<file path="src/rtl/imrm_pkg.sv">
`timescale 1ns / 1ps
// Shared types, codes and defaults of the mailbox ring matrix.
// Used by the top, front and back ends and the test files; depends on nothing.
package imrm_pkg;

  localparam int unsigned CpuCountDef    = 4;
  localparam int unsigned RingDepthDef   = 16;
  localparam int unsigned InlineBytesDef = 8;

  localparam logic OP_PUBLISH = 1'b0;
  localparam logic OP_DRAIN   = 1'b1;

  localparam logic [2:0] ST_OK      = 3'd0;
  localparam logic [2:0] ST_INVALID = 3'd1;
  localparam logic [2:0] ST_TOOLONG = 3'd2;
  localparam logic [2:0] ST_OVERFLW = 3'd3;
  localparam logic [2:0] ST_STALL   = 3'd4;
  localparam logic [2:0] ST_SEQFLT  = 3'd5;

  localparam logic [1:0] REG_HARD_RT = 2'd0;
  localparam logic [1:0] REG_MAX_TYP = 2'd1;
  localparam logic [1:0] REG_PRIOS   = 2'd2;
  localparam logic [1:0] REG_PSB     = 2'd3;

  typedef struct packed {
    logic        opcode;
    logic [2:0]  source_cpu;
    logic [2:0]  dest_cpu;
    logic [7:0]  event_type;
    logic [3:0]  event_priority;
    logic [7:0]  origin_id;
    logic [3:0]  payload_len;
    logic [63:0] payload;
    logic [5:0]  budget;
    logic [5:0]  sink_space;
  } item_t;

  typedef struct packed {
    logic [2:0]  status;
    logic [7:0]  out_type;
    logic [3:0]  out_priority;
    logic [7:0]  out_origin_id;
    logic [2:0]  from_cpu;
    logic [3:0]  out_len;
    logic [63:0] out_payload;
    logic [31:0] sequence_res;
    logic [5:0]  drained_count;
    logic [31:0] ring_drops;
    logic        last;
  } result_t;

  typedef struct packed {
    logic       hard_rt;
    logic [8:0] max_types;
    logic [4:0] prios;
    logic [5:0] psb;
  } cfg_t;

  typedef struct packed {
    logic        op;
    logic        invalid;
    logic        too_long;
    logic [2:0]  src;
    logic [2:0]  tgt;
    logic [7:0]  etype;
    logic [3:0]  prio;
    logic [7:0]  origin;
    logic [3:0]  len;
    logic [63:0] data;
    logic [5:0]  budget;
    logic [5:0]  sink;
  } cmd_t;

  typedef struct packed {
    logic [3:0]  len;
    logic [7:0]  origin;
    logic [3:0]  prio;
    logic [7:0]  etype;
    logic [31:0] seq;
    logic [63:0] data;
  } slot_t;

endpackage

</file>
<file path="src/rtl/imrm_fifo.sv">
`timescale 1ns / 1ps
// Two-entry queue of registered entries.
// No dependencies.
module imrm_fifo #(
  parameter int unsigned Width = 8
) (
  input  logic             clk_i,
  input  logic             rst_ni,
  input  logic             push_i,
  input  logic [Width-1:0] wdata_i,
  output logic             full_o,
  input  logic             pop_i,
  output logic [Width-1:0] rdata_o,
  output logic             empty_o
);
  logic [Width-1:0] mem_q [2];
  logic             wr_q, rd_q;
  logic [1:0]       cnt_q;
  logic             do_push, do_pop;

  assign full_o  = (cnt_q == 2'd2);
  assign empty_o = (cnt_q == 2'd0);
  assign do_push = push_i && !full_o;
  assign do_pop  = pop_i && !empty_o;
  assign rdata_o = mem_q[rd_q];

  always_ff @(posedge clk_i) begin
    if (do_push) begin
      mem_q[wr_q] <= wdata_i;
    end
  end

  always_ff @(posedge clk_i or negedge rst_ni) begin
    if (!rst_ni) begin
      wr_q  <= 1'b0;
      rd_q  <= 1'b0;
      cnt_q <= 2'd0;
    end else begin
      if (do_push) begin
        wr_q <= !wr_q;
      end
      if (do_pop) begin
        rd_q <= !rd_q;
      end
      cnt_q <= cnt_q + {1'b0, do_push} - {1'b0, do_pop};
    end
  end
endmodule

</file>
<file path="src/rtl/imrm_front.sv">
`timescale 1ns / 1ps
// Front end: accepts transactions, checks operands and queues commands.
// Depends on imrm_pkg and imrm_fifo.
module imrm_front #(
  parameter int unsigned CPU_COUNT    = imrm_pkg::CpuCountDef,
  parameter int unsigned INLINE_BYTES = imrm_pkg::InlineBytesDef
) (
  input  logic            clk_i,
  input  logic            rst_ni,
  input  imrm_pkg::cfg_t  cfg_i,
  input  logic            push_i,
  input  imrm_pkg::item_t item_i,
  output logic            full_o,
  input  logic            cmd_pop_i,
  output imrm_pkg::cmd_t  cmd_o,
  output logic            cmd_empty_o
);
  localparam logic [3:0] NCpu = 4'(CPU_COUNT);
  localparam logic [3:0] NByt = 4'(INLINE_BYTES);

  imrm_pkg::cmd_t cmd;
  logic           bad_pub, bad_drn;

  always_comb begin
    bad_pub = ({1'b0, item_i.source_cpu} >= NCpu) || ({1'b0, item_i.dest_cpu} >= NCpu) ||
              (item_i.source_cpu == item_i.dest_cpu) ||
              ({1'b0, item_i.event_type} >= cfg_i.max_types) ||
              ({1'b0, item_i.event_priority} >= cfg_i.prios);
    bad_drn = ({1'b0, item_i.dest_cpu} >= NCpu);
    cmd.op       = item_i.opcode;
    cmd.invalid  = (item_i.opcode == imrm_pkg::OP_DRAIN) ? bad_drn : bad_pub;
    cmd.too_long = (item_i.payload_len > NByt);
    cmd.src      = item_i.source_cpu;
    cmd.tgt      = item_i.dest_cpu;
    cmd.etype    = item_i.event_type;
    cmd.prio     = item_i.event_priority;
    cmd.origin   = item_i.origin_id;
    cmd.len      = item_i.payload_len;
    cmd.budget   = item_i.budget;
    cmd.sink     = item_i.sink_space;
    for (int i = 0; i < 8; i++) begin
      cmd.data[i*8 +: 8] = (4'(i) < item_i.payload_len) ?
                           item_i.payload[i*8 +: 8] : 8'd0;
    end
  end

  imrm_fifo #(.Width($bits(imrm_pkg::cmd_t))) u_cmdq (
    .clk_i   (clk_i),
    .rst_ni  (rst_ni),
    .push_i  (push_i),
    .wdata_i (cmd),
    .full_o  (full_o),
    .pop_i   (cmd_pop_i),
    .rdata_o (cmd_o),
    .empty_o (cmd_empty_o)
  );
endmodule

</file>
<file path="config.mk">
export PLATFORM = sky130hd
export DESIGN_NAME = imrm_front
export DESIGN_NICKNAME = d
export VERILOG_FILES = /design/src/rtl/imrm_pkg.sv /design/src/rtl/imrm_fifo.sv /design/src/rtl/imrm_front.sv
export SDC_FILE = /design/constraint.sdc
export NUM_CORES = 1
export LEC_CHECK = 0
export ABC_AREA = 1
export BUFFER_PORTS_ARGS = -buffer_cell sky130_fd_sc_hd__buf_4
export CAP_MARGIN = 20
export CORE_MARGIN = 10
export CORE_UTILIZATION = 30
export DETAILED_ROUTE_END_ITERATION = 8
export HOLD_SLACK_MARGIN = 0.05
export PLACE_DENSITY_LB_ADDON = 0.25
export SLEW_MARGIN = 20
export SYNTH_ARGS = -nofsm -noshare
export SYNTH_HDL_FRONTEND = slang
export SYNTH_SLANG_ARGS = --single-unit
</file>
<file path="constraint.sdc">
create_clock -name clk_i -period 6.4 [get_ports clk_i]
set_input_delay 0.32 -clock clk_i [delete_from_list [all_inputs] [get_ports clk_i]]
set_output_delay 0.32 -clock clk_i [all_outputs]
set_load 0.01 [all_outputs]
</file>
Word level (Yosys, flattened, before mapping)
Memory sizes are Yosys's and may differ from the RTL's.
Cells that the tools add are included.
W data, S select, Z words.
{"block": "totals", "input_bits": 132, "reg_bits": 4, "n_memories": 1, "ramBits": 218}
{"name": "u_cmdq.mem_q", "words": 2, "width": 109, "rd": 1, "rd_clocked_by_memory_dff": 0, "wr": 1, "line_no": "imrm_fifo.sv:16", "rtl": "logic [Width-1:0] mem_q [2];"}
{"block": "op_classes", "reduce_logical": 11, "muxes": 11, "eq_ne": 2, "n_lt_le_gt_ge": 13, "n_addsub": 2}
{"operator": "$mux W8", "n": 8}
{"operator": "$lt A3 B4 Y1 const A", "n": 4}
{"operator": "$ge A8 B9 Y1", "n": 1}
{"operator": "$lt A1 B4 Y1 const A", "n": 2}
{"operator": "$lt A2 B4 Y1 const A", "n": 2}
{"operator": "$ge A3 B3 Y1 const B", "n": 2}
{"operator": "$ge A4 B5 Y1", "n": 1}
{"operator": "$gt A4 B4 Y1 const B", "n": 1}
{"operator": "$logic_not A1 Y1", "n": 4}
{"operator": "$logic_or A1 B1 Y1", "n": 4}
{"operator": "$eq A3 B3 Y1", "n": 1}
{"operator": "$mux W1", "n": 3}
{"operator": "$add A2 B1 Y2", "n": 1}
{"operator": "$eq A2 B2 Y1 const B", "n": 1}
{"operator": "$logic_and A1 B1 Y1", "n": 2}
{"operator": "$logic_not A2 Y1", "n": 1}
{"operator": "$sub A2 B1 Y2", "n": 1}

Logic depth before layout (Yosys ltp)
{"block": "depth", "depth_word": 6, "ltp_mapped": 10}

Modules after synthesis
A second synthesis with hierarchy kept.
{"block": "hier_totals", "hier_cells": 834, "area_unflattened_um2": 9273.9}
{"module": "imrm_fifo", "cells_each": 603, "n_inst": 1, "area_each_um2": 8212.9, "seq_area_each_um2": 6646.4}
{"module": "imrm_front", "cells_each": 231, "n_inst": 1, "area_each_um2": 1061.0, "seq_area_each_um2": 0.0}

Worst setup path after synthesis
OpenSTA, ideal clock, no wires.
{"block": "synth_timing", "path_type": "register to register", "from": "reg u_cmdq.cnt_q[1]", "to": "mem u_cmdq.mem_q[1][0] (netlist name) (enable)", "slack_ns": 0.662, "arrival_time_ns": 5.158, "period_less_slack_ns": 5.738, "n_path_buf": 0, "path_stages_with_launch": 4, "t_required_ns": 5.820, "setup_ns": 0.580, "path_cell_list": "dfrtp_1 > inv_1 > o21ai_0 > nor2_1"}
{"block": "synth_via", "elab_chain_len": 5}
{"element": "start, declared", "line_no": "imrm_fifo.sv:18", "rtl": "logic [1:0] cnt_q;"}
{"element": "start signal, assigned", "line_no": "imrm_fifo.sv:45", "rtl": "cnt_q <= cnt_q + {1'b0, do_push} - {1'b0, do_pop};"}
{"element": "$eq A2 B2 Y1", "line_no": "imrm_fifo.sv:21", "rtl": "assign full_o = (cnt_q == 2'd2);"}
{"element": "$logic_not A1 Y1", "line_no": "imrm_fifo.sv:23", "rtl": "assign do_push = push_i && !full_o;"}
{"element": "$logic_and A1 B1 Y1", "line_no": "imrm_fifo.sv:23"}
{"element": "$mux W1", "line_no": "imrm_fifo.sv:28", "rtl": "if (do_push) begin"}
{"element": "$mux W1 (implied by the code)", "line_no": "imrm_fifo.sv:29", "rtl": "mem_q[wr_q] <= wdata_i;"}
{"element": "end, declared", "line_no": "imrm_fifo.sv:16"}
Every way passes these cells.

==> flow_metrics.env <==
export IMPL_status="finished clean"
export IMPL_end_kind="primary output"
export IMPL_post_route_period_util=0.497
export IMPL_finalNonFillerCells=1519
export IMPL_clk_latency_ns=0.52
export IMPL_cpPeakStageDelay_ns=0.72
export IMPL_r2r_start="u_cmdq.cnt_q[1]"
export IMPL_use_met2=0.201
export IMPL_setup_viol=0
export IMPL_powerDensity_nw_per_um2=428
export IMPL_die_x_um=195
export IMPL_portBuffers=235
export IMPL_syn_num_nets=973
export IMPL_sequentialPowerShare=0.393
export IMPL_finClkSkew_ns=0.00896
export IMPL_yosys_cell_types_count=22
export IMPL_worst_pin_slew_ns=1.02
export IMPL_die_area_um2=37900
export IMPL_syn_area_um2=9150
export IMPL_yosysTopAreaCell="edfxtp_1"
export IMPL_cp_cell_sequence="inv_4, buf_4, nand2_1, nand2_1, buf_4"
export IMPL_numCtsBuffers=26
export IMPL_dp_hpwl_um=15500
export IMPL_ys_seq_area_frac=0.726
export IMPL_antenna_left=0
export IMPL_routed_wirelength_um=23300
export IMPL_grt_first_pass_wirelength_um=36300
export IMPL_hold_viol=0
export IMPL_slew_headroom=0.321
export IMPL_cts_root_buf="clkbuf_16"
export IMPL_fin_crit_ns=3.18
export IMPL_grt_max_degree=62
export IMPL_syn_area_per_cell_um2=11.1
export IMPL_fmax_mhz=314
export IMPL_ys_top_cells_by_area="edfxtp_1 (72%), nand2_1 (15%), inv_1 (4.3%), nor2_1 (3.1%), ha_1 (2.1%)"
export IMPL_crit_slowest_cell="dfrtp_4"
export IMPL_cts_max_level=1
export IMPL_p_int_w=0.00364
export IMPL_tns_ns=0
export IMPL_crit_fanout=60
export IMPL_startpoint_type="flop"
export IMPL_use_met3=0.0341
export IMPL_cp_required_ns=6.08
export IMPL_rows=63
export IMPL_antenna_found_initial=2
export IMPL_synthToLayoutAreaGrowth_pct=38.0
export IMPL_share_comb_of_total_power=0.336
export IMPL_p_total_w=0.00540
export IMPL_route_detailed_drc=0
export IMPL_holdBufCountCts=42
export IMPL_drv_cap=0
export IMPL_dpl_cell_count=1432
export IMPL_die_y_um=195
export IMPL_core_area_um2=29900
export IMPL_clk_pin_slew_ns=0.05
export IMPL_irDropWorstVdd_mv=0.210
export IMPL_cts_buffer_depth=3
export IMPL_synthCells=826
export IMPL_crit_start="u_cmdq.rd_q"
export IMPL_fin_hold_ws_ns=0.0867
export IMPL_cts_resized=0
export IMPL_switching_share=0.326
export IMPL_clkPwrFrac=0.271
export IMPL_grt_pass1_vias=6554
export IMPL_p_leak_nw=5.77
export IMPL_finalMaxSlewViolations=0
export IMPL_switching_power_w=0.00176
export IMPL_yosysWarningCount=0
export IMPL_hold_path_class="in2reg"
export IMPL_cts_tree="yes"
export IMPL_place_gp_congestion=0.709
export IMPL_clock_sinks=222
export IMPL_rsz0062_at_grt="false"
export IMPL_top_usage_layer="met2"
export IMPL_yosysTopAreaCellShare=0.715
export IMPL_cp_top_family="buffers and inverters"
export IMPL_layout_nets=1259
export IMPL_drive_above_1_share=0.255
export IMPL_grt_util_all_layers=0.119
export IMPL_ys_ff_latch=222
export IMPL_initial_core_util=0.306
export IMPL_arrival_ns=2.86
export IMPL_cts_setup_buffers=0
export IMPL_firstDrtPassIters=4
export IMPL_first_iter_violations=211
export IMPL_grt_ovfl_total=0
export IMPL_gr_usage_met1=0.143
export IMPL_setup_worst_path_class="reg2out"
export IMPL_boundaryPins=243
export IMPL_routed_via_density=4.16
export IMPL_critPathBufInv=3
export IMPL_hold_start="item_i[71]"
export IMPL_vias=6323
export IMPL_wire_per_inst_um=15.4
## flip-flops by register name (all words and copies together) (netlist names)
register and flops:
u_cmdq.cnt_q 2, u_cmdq.mem_q 218, u_cmdq.rd_q 1, u_cmdq.wr_q 1
## worst register-to-register path, delay by kind of cell, from the launching register on
kind                   cells  cell delay (ns)
AOI/OAI and AO/OA          1             0.26
buffers and inverters      2             0.74
DFF                        1             0.39
and+or+nand+nor            1             0.87
## worst paths after layout
kind / to / cells after the start / slack, ns
min in group asynchronous: u_cmdq.cnt_q[1] / 2 / 0.16
setup / recovery: cmd_o[101] / 5 / 3.22
hold reg to reg: u_cmdq.wr_q / 2 / 0.58
hold / removal: u_cmdq.mem_q[1][71] / 3 / 0.09
setup reg to reg: u_cmdq.mem_q[1][60] / 4 / 3.73
max in group asynchronous: u_cmdq.rd_q / 2 / 6.12
## cells in the mapped netlist (all sizes together)
cell type  instances
dfrtp              4
edfxtp           218
nand4              3
xor2               2
ha                15
inv              109
nand3              3
nor3               2
a21oi              3
nor2              77
nand2            359
clkbuf            10
o21ai              5
buf               15
xnor2              1
## cells in the final DEF, fill, tap and decap left out, types with 4 or more instances in the layout
cell           count
nor2_1            73
buf_4            241
nand2_1          359
ha_1              15
dlygate4sd3_1     42
edfxtp_1         218
bufinv_16          4
clkbuf_1           5
clkinv_1           5
clkbuf_16         27
inv_1            105
## area by class of cell
type                            instances  area [um2]
Sequential cell                       222        6650
Clock inverter                         12         158
Clock buffer                           32         694
Timing Repair Buffer                  283        2230
Multi-Input combinational cell        470        2000
Inverter                              109         412
Fill cell                            2888       17200
Tap cell                              390         488
Antenna cell                            1        2.50
## logic make-up after synthesis
family                     share of synthesized area
and+or+nand+nor                                0.186
DFF                                            0.726
buffers and inverters                         0.0570
adders and majority gates                     0.0205
AOI/OAI and AO/OA                            0.00725
xor gates and xnor gates                     0.00287
## power by group through the flow
stage | clock network [W] | logic, W | registers, W
2_1_floorplan | 0 | 0.000922 | 0.00214
3_3_place_gp | 0 | 0.00186 | 0.00215
3_5_place_dp | 0 | 0.00187 | 0.00216
4_1_cts | 0.00152 | 0.00190 | 0.00213
5_1_grt | 0.00159 | 0.00204 | 0.00216
6_report | 0.00146 | 0.00181 | 0.00212
## per-layer routing
metal | share of wire | wire length, um | vias to the layer above
met5 | 0.00086 | 20 | -
met4 | 0.023 | 546 | 2
met3 | 0.069 | 1610 | 38
met2 | 0.49 | 11500 | 165
met1 | 0.42 | 9690 | 2916
li1 | - | - | 3202
## per-stage QoR
step                 util  setup slack [ns]  area (um2)
floorplan               -             0.662        9150
global placement    0.380              3.60       11400
detailed placement  0.380              3.59       11400
CTS                 0.423              3.03       12600
global route        0.423              2.87       12600
finish              0.423              3.22       12600
Note: power is estimated with default switching activity, not from simulation.
